`src/design/klm_pkg.sv`:
```
// Shared constants, types and codes of the keypad code lock matcher.
`default_nettype none

package klm_pkg;

    // Table and code geometry.
    localparam int USER_SLOTS  = 10;
    localparam int CODE_DIGITS = 8;
    localparam int NEW_DIGITS  = 8;
    localparam int CODE_W      = 4 * CODE_DIGITS;
    localparam int CNT_W       = $clog2(CODE_DIGITS + 1);
    localparam int SLOT_IDX_W  = $clog2(USER_SLOTS);

    // Field widths of the channels and the register.
    localparam int REQ_W     = 2;
    localparam int KEY_W     = 4;
    localparam int SLOT_W    = 4;
    localparam int NEWCODE_W = 32;
    localparam int LEN_W     = 4;
    localparam int VERD_W    = 3;
    localparam int CFG_W     = 4;
    localparam int LIM_W     = (CFG_W > CNT_W) ? CFG_W : CNT_W;

    // Reset contents of the admin slot and of max_digits.
    localparam logic [CODE_W-1:0] ADMIN_CODE  = CODE_W'(32'h1234_5678);
    localparam logic [CNT_W-1:0]  ADMIN_COUNT = CNT_W'(8);
    localparam logic [CFG_W-1:0]  MAX_DIGITS_RESET = CFG_W'(8);

    // Request types.
    localparam logic [REQ_W-1:0] REQ_KEY     = 2'd0;
    localparam logic [REQ_W-1:0] REQ_ADD     = 2'd1;
    localparam logic [REQ_W-1:0] REQ_DELETE  = 2'd2;
    localparam logic [REQ_W-1:0] REQ_REPLACE = 2'd3;

    // Key codes.
    localparam logic [KEY_W-1:0] KEY_LAST_DIGIT = 4'd9;
    localparam logic [KEY_W-1:0] KEY_STAR       = 4'd10;
    localparam logic [KEY_W-1:0] KEY_HASH       = 4'd11;

    // Verdict codes.
    localparam logic [VERD_W-1:0] V_REJECT = 3'd0;
    localparam logic [VERD_W-1:0] V_ADMIN  = 3'd1;
    localparam logic [VERD_W-1:0] V_USER   = 3'd2;
    localparam logic [VERD_W-1:0] V_DONE   = 3'd3;
    localparam logic [VERD_W-1:0] V_FAIL   = 3'd4;

    // One entry of the code table; a count of zero marks an empty slot.
    typedef struct packed {
        logic [CNT_W-1:0]  count;
        logic [CODE_W-1:0] digits;
    } code_slot_t;

    // Controller states.
    typedef enum logic [1:0] {
        ST_IDLE,
        ST_SCAN,
        ST_TABLE,
        ST_EMIT
    } klm_state_t;

    // Contents of a slot that has not been written since reset.
    function automatic code_slot_t slot_reset_value(input logic [SLOT_IDX_W-1:0] idx);
        code_slot_t v;
        v.count  = '0;
        v.digits = '0;
        if (idx == '0)
        begin
            v.count  = ADMIN_COUNT;
            v.digits = ADMIN_CODE;
        end
        return v;
    endfunction

endpackage

`default_nettype wire

```
`src/design/klm_req_if.sv`:
```
// Request channel of the keypad code lock matcher.
`default_nettype none

interface klm_req_if import klm_pkg::*; ();
    logic                 valid;
    logic                 ready;
    logic [REQ_W-1:0]     req_type;
    logic [KEY_W-1:0]     key_code;
    logic [SLOT_W-1:0]    slot;
    logic [NEWCODE_W-1:0] new_code;
    logic [LEN_W-1:0]     new_length;

    modport source (output valid, req_type, key_code, slot, new_code, new_length,
                    input ready);
    modport sink (input valid, req_type, key_code, slot, new_code, new_length,
                  output ready);
endinterface

`default_nettype wire

```
`src/design/klm_rsp_if.sv`:
```
// Result channel of the keypad code lock matcher.
`default_nettype none

interface klm_rsp_if import klm_pkg::*; ();
    logic              valid;
    logic              ready;
    logic [VERD_W-1:0] verdict;
    logic [SLOT_W-1:0] matched_slot;

    modport source (output valid, verdict, matched_slot, input ready);
    modport sink (input valid, verdict, matched_slot, output ready);
endinterface

`default_nettype wire

```
`src/design/keypad_code_lock_matcher.sv`:
```
// Top level of the keypad code lock matcher: entry buffer, code table memory and controller.
`default_nettype none

// Keypad code lock. Digit, star and ignored keys are taken while idle and give
// no result. A hash walks the code table in its synchronous memory (one write
// port, one registered read port), one slot per cycle, and stops at the first
// match or after the last of the USER_SLOTS slots.
// A table request reads its slot, then writes it unless an add finds the slot
// occupied; a request with a slot out of range, or an add or replace with a bad
// length, fails without writing the table. Results go through an output
// register, so a new request is taken while a result waits; a request that
// would give a result holds in its last cycle until that register is free.
// Slots not written since reset read as their reset contents through per-slot
// valid flip-flops, so no clearing pass follows reset. max_digits is to be
// written only while the block is idle; the block itself does not enforce this.
module keypad_code_lock_matcher import klm_pkg::*;
(
    input  wire logic             clk,
    input  wire logic             rst_n,
    input  wire logic             cfg_we,
    input  wire logic [CFG_W-1:0] cfg_data,
    klm_req_if.sink               req,
    klm_rsp_if.source             rsp
);

    // Controller and entry state.
    klm_state_t            state_reg, state_next;
    logic [SLOT_IDX_W-1:0] scan_idx_reg, scan_idx_next;
    logic [CODE_W-1:0]     entry_digits_reg, entry_digits_next;
    logic [CNT_W-1:0]      entry_count_reg, entry_count_next;
    logic [CFG_W-1:0]      max_digits_reg;

    // Latched table request.
    logic [REQ_W-1:0]      op_type_reg, op_type_next;
    logic [SLOT_IDX_W-1:0] op_slot_reg, op_slot_next;
    logic [NEWCODE_W-1:0]  op_code_reg, op_code_next;
    logic [LEN_W-1:0]      op_len_reg, op_len_next;

    // Pending result and output register.
    logic [VERD_W-1:0]     res_verdict_reg, res_verdict_next;
    logic [SLOT_W-1:0]     res_slot_reg, res_slot_next;
    logic                  out_valid_reg, out_valid_next;
    logic [VERD_W-1:0]     out_verdict_reg, out_verdict_next;
    logic [SLOT_W-1:0]     out_slot_reg, out_slot_next;

    // Code table memory and its per-slot written flags.
    code_slot_t            code_mem [USER_SLOTS];
    logic [USER_SLOTS-1:0] slot_valid_reg;
    code_slot_t            rd_data_reg;
    logic                  rd_vld_reg;
    logic [SLOT_IDX_W-1:0] rd_addr_reg;

    // Handshake and memory control.
    logic                  req_fire;
    logic                  rsp_load;
    logic [SLOT_IDX_W-1:0] rd_addr_raw;
    logic [SLOT_IDX_W-1:0] rd_addr;
    logic                  mem_we;
    code_slot_t            mem_wd;

    // Decoded request and table entry.
    code_slot_t            rd_slot;
    logic                  slot_match;
    logic                  slot_oor;
    logic                  len_ok;
    logic                  is_digit;
    logic [LIM_W-1:0]      digit_lim;
    logic [NEWCODE_W-1:0]  code_aligned;

    assign req_fire = req.valid && req.ready;

    // Effective limit on the number of entered digits.
    always_comb
    begin
        digit_lim = LIM_W'(max_digits_reg);
        if (digit_lim == '0)
        begin
            digit_lim = LIM_W'(1);
        end
        else if (digit_lim > LIM_W'(CODE_DIGITS))
        begin
            digit_lim = LIM_W'(CODE_DIGITS);
        end
    end

    // Request decode.
    assign is_digit = (req.key_code <= KEY_LAST_DIGIT);
    assign slot_oor = ({1'b0, req.slot} >= (SLOT_W + 1)'(USER_SLOTS));
    assign len_ok   = (req.new_length != '0) &&
                      (req.new_length <= LEN_W'(NEW_DIGITS)) &&
                      ({1'b0, req.new_length} <= (LEN_W + 1)'(CODE_DIGITS));

    // Slot contents as read; unwritten slots show their reset value.
    assign rd_slot    = rd_vld_reg ? rd_data_reg : slot_reset_value(rd_addr_reg);
    assign slot_match = (rd_slot.count != '0) &&
                        (rd_slot.count == entry_count_reg) &&
                        (rd_slot.digits == entry_digits_reg);

    // Stored form of a new code: the valid digits right-aligned.
    assign code_aligned = op_code_reg >> {(LEN_W'(NEW_DIGITS) - op_len_reg), 2'b00};

    // Next state.
    always_comb
    begin
        state_next = state_reg;
        case (state_reg)
            ST_IDLE:
            begin
                if (req_fire)
                begin
                    if (req.req_type == REQ_KEY)
                    begin
                        if (req.key_code == KEY_HASH)
                        begin
                            state_next = ST_SCAN;
                        end
                    end
                    else if (slot_oor)
                    begin
                        state_next = ST_EMIT;
                    end
                    else if (req.req_type != REQ_DELETE && !len_ok)
                    begin
                        state_next = ST_EMIT;
                    end
                    else
                    begin
                        state_next = ST_TABLE;
                    end
                end
            end
            ST_SCAN:
            begin
                if (slot_match || scan_idx_reg == SLOT_IDX_W'(USER_SLOTS - 1))
                begin
                    state_next = ST_EMIT;
                end
            end
            ST_TABLE:
            begin
                state_next = ST_EMIT;
            end
            ST_EMIT:
            begin
                if (rsp_load)
                begin
                    state_next = ST_IDLE;
                end
            end
            default:
            begin
                state_next = ST_IDLE;
            end
        endcase
    end

    // Controller outputs: handshake, memory read address and write port.
    always_comb
    begin
        req.ready   = 1'b0;
        rsp_load    = 1'b0;
        rd_addr_raw = '0;
        mem_we      = 1'b0;
        mem_wd      = '0;
        case (state_reg)
            ST_IDLE:
            begin
                req.ready = 1'b1;
                if (req.req_type != REQ_KEY)
                begin
                    rd_addr_raw = req.slot[SLOT_IDX_W-1:0];
                end
            end
            ST_SCAN:
            begin
                rd_addr_raw = scan_idx_reg + SLOT_IDX_W'(1);
            end
            ST_TABLE:
            begin
                if (op_type_reg == REQ_DELETE)
                begin
                    mem_we = 1'b1;
                end
                else if (op_type_reg == REQ_REPLACE || rd_slot.count == '0)
                begin
                    mem_we        = 1'b1;
                    mem_wd.count  = CNT_W'(op_len_reg);
                    mem_wd.digits = CODE_W'(code_aligned);
                end
            end
            ST_EMIT:
            begin
                rsp_load = !out_valid_reg || rsp.ready;
            end
            default:
            begin
                req.ready = 1'b0;
            end
        endcase
    end

    // Keep the read address inside the table.
    assign rd_addr = ({1'b0, rd_addr_raw} < (SLOT_IDX_W + 1)'(USER_SLOTS)) ? rd_addr_raw : '0;

    // Datapath next values.
    always_comb
    begin
        scan_idx_next     = scan_idx_reg;
        entry_digits_next = entry_digits_reg;
        entry_count_next  = entry_count_reg;
        op_type_next      = op_type_reg;
        op_slot_next      = op_slot_reg;
        op_code_next      = op_code_reg;
        op_len_next       = op_len_reg;
        res_verdict_next  = res_verdict_reg;
        res_slot_next     = res_slot_reg;
        case (state_reg)
            ST_IDLE:
            begin
                if (req_fire)
                begin
                    op_type_next     = req.req_type;
                    op_slot_next     = req.slot[SLOT_IDX_W-1:0];
                    op_code_next     = req.new_code;
                    op_len_next      = req.new_length;
                    res_verdict_next = V_FAIL;
                    res_slot_next    = '0;
                    scan_idx_next    = '0;
                    if (req.req_type == REQ_KEY)
                    begin
                        if (is_digit)
                        begin
                            if (LIM_W'(entry_count_reg) < digit_lim)
                            begin
                                entry_digits_next = {entry_digits_reg[CODE_W-5:0],
                                                     req.key_code};
                                entry_count_next  = entry_count_reg + CNT_W'(1);
                            end
                        end
                        else if (req.key_code == KEY_STAR)
                        begin
                            entry_digits_next = '0;
                            entry_count_next  = '0;
                        end
                    end
                end
            end
            ST_SCAN:
            begin
                scan_idx_next = scan_idx_reg + SLOT_IDX_W'(1);
                if (slot_match)
                begin
                    res_verdict_next = (scan_idx_reg == '0) ? V_ADMIN : V_USER;
                    res_slot_next    = SLOT_W'(scan_idx_reg);
                end
                else
                begin
                    res_verdict_next = V_REJECT;
                    res_slot_next    = '0;
                end
                if (slot_match || scan_idx_reg == SLOT_IDX_W'(USER_SLOTS - 1))
                begin
                    entry_digits_next = '0;
                    entry_count_next  = '0;
                end
            end
            ST_TABLE:
            begin
                res_verdict_next = mem_we ? V_DONE : V_FAIL;
                res_slot_next    = '0;
            end
            ST_EMIT:
            begin
                res_slot_next = res_slot_reg;
            end
            default:
            begin
                scan_idx_next = '0;
            end
        endcase
    end

    // Output register.
    always_comb
    begin
        out_valid_next   = out_valid_reg;
        out_verdict_next = out_verdict_reg;
        out_slot_next    = out_slot_reg;
        if (rsp_load)
        begin
            out_valid_next   = 1'b1;
            out_verdict_next = res_verdict_reg;
            out_slot_next    = res_slot_reg;
        end
        else if (rsp.ready)
        begin
            out_valid_next = 1'b0;
        end
    end

    assign rsp.valid        = out_valid_reg;
    assign rsp.verdict      = out_verdict_reg;
    assign rsp.matched_slot = out_slot_reg;

    // Control registers.
    always_ff @(posedge clk or negedge rst_n)
    begin
        if (!rst_n)
        begin
            state_reg        <= ST_IDLE;
            scan_idx_reg     <= '0;
            entry_digits_reg <= '0;
            entry_count_reg  <= '0;
            max_digits_reg   <= MAX_DIGITS_RESET;
            out_valid_reg    <= 1'b0;
            slot_valid_reg   <= '0;
        end
        else
        begin
            state_reg        <= state_next;
            scan_idx_reg     <= scan_idx_next;
            entry_digits_reg <= entry_digits_next;
            entry_count_reg  <= entry_count_next;
            out_valid_reg    <= out_valid_next;
            if (cfg_we)
            begin
                max_digits_reg <= cfg_data;
            end
            if (mem_we)
            begin
                slot_valid_reg[op_slot_reg] <= 1'b1;
            end
        end
    end

    // Payload registers.
    always_ff @(posedge clk)
    begin
        op_type_reg     <= op_type_next;
        op_slot_reg     <= op_slot_next;
        op_code_reg     <= op_code_next;
        op_len_reg      <= op_len_next;
        res_verdict_reg <= res_verdict_next;
        res_slot_reg    <= res_slot_next;
        out_verdict_reg <= out_verdict_next;
        out_slot_reg    <= out_slot_next;
    end

    // Code table memory: one write and one registered read per cycle.
    always_ff @(posedge clk)
    begin
        if (mem_we)
        begin
            code_mem[op_slot_reg] <= mem_wd;
        end
        rd_data_reg <= code_mem[rd_addr];
        rd_vld_reg  <= slot_valid_reg[rd_addr];
        rd_addr_reg <= rd_addr;
    end

    // The entry never holds more digits than a code can have.
    assert property (@(posedge clk) disable iff (!rst_n)
        LIM_W'(entry_count_reg) <= LIM_W'(CODE_DIGITS))
        else $error("entry count above code length");

    // Table requests leave the entry untouched.
    assert property (@(posedge clk) disable iff (!rst_n)
        (req_fire && req.req_type != REQ_KEY) |=> $stable(entry_count_reg))
        else $error("table request changed the entry");

    // Only a user grant carries a nonzero slot.
    assert property (@(posedge clk) disable iff (!rst_n)
        (rsp.valid && rsp.verdict != V_USER) |-> (rsp.matched_slot == '0))
        else $error("nonzero slot on a result that is not a user grant");

    // The table is written only in the cycle after its slot was read.
    assert property (@(posedge clk) disable iff (!rst_n)
        mem_we |-> (rd_addr_reg == op_slot_reg && $past(state_reg) == ST_IDLE))
        else $error("table write without a preceding read of its slot");

endmodule

`default_nettype wire
```
`src/flat_wrapper.sv`:
```
// flat-port wrapper written by rule: the top's interface ports become plain ports
module keypad_code_lock_matcher_flat import klm_pkg::*;
  (clk, rst_n, cfg_we, cfg_data, req_valid, req_req_type, req_key_code, req_slot, req_new_code, req_new_length, req_ready, rsp_valid, rsp_verdict, rsp_matched_slot, rsp_ready);
  klm_req_if req_i ();
  klm_rsp_if rsp_i ();
  input  wire logic clk;
  input  wire logic rst_n;
  input  wire logic cfg_we;
  input  wire logic [CFG_W-1:0] cfg_data;
  input wire logic [$bits(req_i.valid)-1:0] req_valid;
  input wire logic [$bits(req_i.req_type)-1:0] req_req_type;
  input wire logic [$bits(req_i.key_code)-1:0] req_key_code;
  input wire logic [$bits(req_i.slot)-1:0] req_slot;
  input wire logic [$bits(req_i.new_code)-1:0] req_new_code;
  input wire logic [$bits(req_i.new_length)-1:0] req_new_length;
  output wire logic [$bits(req_i.ready)-1:0] req_ready;
  output wire logic [$bits(rsp_i.valid)-1:0] rsp_valid;
  output wire logic [$bits(rsp_i.verdict)-1:0] rsp_verdict;
  output wire logic [$bits(rsp_i.matched_slot)-1:0] rsp_matched_slot;
  input wire logic [$bits(rsp_i.ready)-1:0] rsp_ready;
  assign req_i.valid = req_valid;
  assign req_i.req_type = req_req_type;
  assign req_i.key_code = req_key_code;
  assign req_i.slot = req_slot;
  assign req_i.new_code = req_new_code;
  assign req_i.new_length = req_new_length;
  assign req_ready = req_i.ready;
  assign rsp_valid = rsp_i.valid;
  assign rsp_verdict = rsp_i.verdict;
  assign rsp_matched_slot = rsp_i.matched_slot;
  assign rsp_i.ready = rsp_ready;
  keypad_code_lock_matcher u_core (.clk(clk), .rst_n(rst_n), .cfg_we(cfg_we), .cfg_data(cfg_data), .req(req_i), .rsp(rsp_i));
endmodule
```
`config.mk`:
```
export PLATFORM = sky130hd
export DESIGN_NAME = keypad_code_lock_matcher_flat
export DESIGN_NICKNAME = d
export VERILOG_FILES = /design/src/design/klm_pkg.sv /design/src/design/klm_req_if.sv /design/src/design/klm_rsp_if.sv /design/src/design/keypad_code_lock_matcher.sv /design/src/flat_wrapper.sv
export SDC_FILE = /design/constraint.sdc
export NUM_CORES = 1
export LEC_CHECK = 0
export ABC_AREA = 1
export CORE_UTILIZATION = 38
export DETAILED_ROUTE_END_ITERATION = 8
export DONT_BUFFER_PORTS = 1
export GPL_TIMING_DRIVEN = 0
export PLACE_DENSITY = 0.52
export REMOVE_ABC_BUFFERS = 1
export SKIP_CTS_REPAIR_TIMING = 1
export SLEW_MARGIN = 15
export SYNTH_ARGS = -nofsm -noshare
export SYNTH_HDL_FRONTEND = slang
export SYNTH_SLANG_ARGS = --single-unit
```
`constraint.sdc`:
```
create_clock -name clk -period 5 [get_ports clk]
set_clock_uncertainty 0.05 [all_clocks]
set_input_delay 0.5 -clock clk [delete_from_list [all_inputs] [get_ports clk]]
set_output_delay 0.5 -clock clk [all_outputs]
set_load 0.01 [all_outputs]
```
==> metrics <==
status finished clean; worst setup margin 0.226 ns; slew margin rel. 25.0%; Max Cap Violations 0; routed vias 16.2k; LEAKAGE 10.8 nW; total wire length 63800 um; CTS H-tree depth 2; minimum clock period 4.77 ns; prevailing post-synth register cell edfxtp_1; Synth cell types 42; Synth Warn # 0; share of layout cells above drive strength 1 8.12%; WP data required 5.26 ns; FFs w/ async S/R, synth 11.1%; core area 60200 sq um; Slowest-stage cell, CP edfxtp_1; die area 61800 sq um; gr ovfl total 0; number of synthesized register bits 514; type of origin of the critical path flip-flop; Final setup viols 0; initial antenna violation count 1; n_diodes 0; EDFF count, synth 416; Iter 0 DRT Violations 1401; synthesized area 23100 sq um; Fillers 5510; Fin. Hold Viols 0; vias per inst 5.18; I/O Buffers 0; Die Y 249 um; clock buffer count from CTS 56; CTS tree yes; drt wl/cell 20.3 um; CP Class reg -> reg; Final Wtd Congestion 0.854; Critical Path AT 5.04 ns; Min Hold Slack 0.0122 ns; sequential cell area fraction in the yosys report 63.7%; largest stage delay on the critical path 0.97 ns; Synth Area per Inst 10.2 sq um; drt pass-1 iters 7; Power Density 563 nW/um^2; CP max FO 16; fin nets 2373; DRC 0; io pins 64; HP Class in -> reg; clock root buffer clkbuf_16; site row count 90; Starting Density 38.4%; critical path capture point type flip-flop; total track usage 20.2%; vias in the first global route 15.4k; clk buf depth 3; Slew @ Worst Pin 1.12 ns; VDD IR max 298 uV; largest net degree at the start of global routing 67; end-of-flow core utilization 44.9%; Post-DP HPWL 38300 um; crit share post-route 95.5%; Max Freq 209 MHz; Max Slew Vio Count 0; die width 249 um; area grow syn2layout 16.9%; RSZ-0062 raised after global routing no; global-route wire length before repair 95000 um; Post-Synthesis Cells 2278; Power Total 15.2 mW; max reg flops 360; worst path cell trace clkinvlp_4 > nand3_1 > xor2_1 > inv_1 > nor3_1 > nand2_1 > nor2_1; post-place setup slack -0.870 ns; clock sinks 514; Worst-Skew Late Latency 0.63 ns; placed cells 2977; Layout Cells excl Fill 3135; CTS clk-pin slew, worst paths 0.06 ns; antenna viol nets, final 0
==> layout make-up <==
type / count / area, sq um / share of cell area, %
Clock buffer: 84 / 1570 / 5.80
Sequential cell: 514 / 14700 / 54.5
Inverter: 273 / 1040 / 3.83
Timing Repair inverter: 2 / 10.0 / 0.0370
Timing Repair Buffer: 96 / 1470 / 5.45
Tap cell: 782 / 978 / 3.62
Multi-Input combinational cell: 1362 / 6940 / 25.7
Clock inverter: 22 / 293 / 1.08
==> cells in the mapped netlist (2+ instances only) <==
cell type / instances / area share (%)
clkbuf_1: 55 / 0.89
dfrtp_1: 56 / 6.1
nand3_1: 373 / 8.1
or2_2: 21 / 0.57
o21ai_0: 57 / 1.2
dfxtp_1: 41 / 3.5
o21bai_1: 36 / 1.2
o21ai_1: 13 / 0.28
a21oi_1: 28 / 0.61
or2_1: 9 / 0.24
edfxtp_1: 416 / 54
nand2_1: 491 / 8.0
o211ai_1: 5 / 0.16
inv_1: 267 / 4.3
xor2_1: 8 / 0.30
mux2_2: 2 / 0.097
ha_1: 13 / 0.70
nor3b_1: 2 / 0.065
nand4_1: 44 / 1.2
buf_2: 58 / 1.3
nor2_1: 112 / 1.8
mux2i_1: 9 / 0.39
a31oi_1: 5 / 0.14
nand3b_1: 111 / 3.6
buf_6: 3 / 0.15
buf_1: 10 / 0.16
nor3_1: 11 / 0.24
buf_4: 3 / 0.097
and3_1: 2 / 0.054
inv_2: 5 / 0.081
==> worst paths after layout <==
path / cells past startpoint / from / slack (ns) / end
setup / recovery: 7 / u_core.op_len_reg[0] / 0.23 / u_core.code_mem[7][19]
hold / removal: 3 / rsp_ready / 0.01 / u_core.rsp.valid
hold reg to reg: 0 / u_core.res_verdict_reg[2] / 0.37 / u_core.rsp.verdict[2]
max in group asynchronous: 2 / rst_n / 4.17 / u_core.max_digits_reg[3]
min in group asynchronous: 2 / rst_n / 0.41 / u_core.entry_digits_reg[9]
setup reg to reg: 7 / u_core.op_len_reg[0] / 0.23 / u_core.code_mem[7][19]
==> cell usage in the layout, fill, tap and decap left out, drive strengths merged, types with 36 or more instances in the layout <==
cell and instances:
nand3 374, o21ai 71, dfrtp 56, nand3b 111, dlygate4sd3 48, edfxtp 416, buf 48, dfxtp 41
o21bai 36, nand4 44, clkbuf 84, inv 273, nor2 113, nand2 492
==> layer usage <==
layer | up-vias | GRT usage (%) | part of all wire (%)
met5 | - | 0 | 0
li1 | 7768 | - | -
met2 | 484 | 32.3 | 46
met4 | 0 | 6.55 | 2.9
met3 | 97 | 3.39 | 5.4
met1 | 7895 | 28.2 | 46
==> critical path, delay by kind of cell, from the launching register on <==
family / cells / cell delay (ns)
xor gates and xnor gates: 1 / 0.17
and+or+nand+nor: 4 / 2.38
buffers and inverters: 2 / 0.85
DFF: 1 / 0.97
==> metrics by stage <==
step	area, sq um	TNS, ns
2_1_floorplan	22500	-319.80
3_3_place_gp	23500	-2131.84
3_5_place_dp	24600	-123.36
4_1_cts	26500	-131.96
5_1_grt	27000	0
6_report	27000	0
==> power breakdown <==
part | switching (mW) | total (mW) | internal [mW] | leakage [nW]
combinational | 3.74 | 5.46 | 1.72 | 5.25
sequential | 0.355 | 5.57 | 5.21 | 4.65
clock | 1.71 | 4.20 | 2.48 | 0.907
total | 5.81 | 15.2 | 9.41 | 10.8
==> cells by family after synthesis <==
logic type,after synthesis,share of synthesized area [%]
adders and majority gates,13,0.703
and+or+nand+nor,1180,24.0
muxes,11,0.487
buffers and inverters,402,6.98
DFF,514,63.7
xor gates and xnor gates,9,0.341
AOI/OAI and AO/OA,149,3.77
Note: power is estimated with default switching activity, not from simulation.
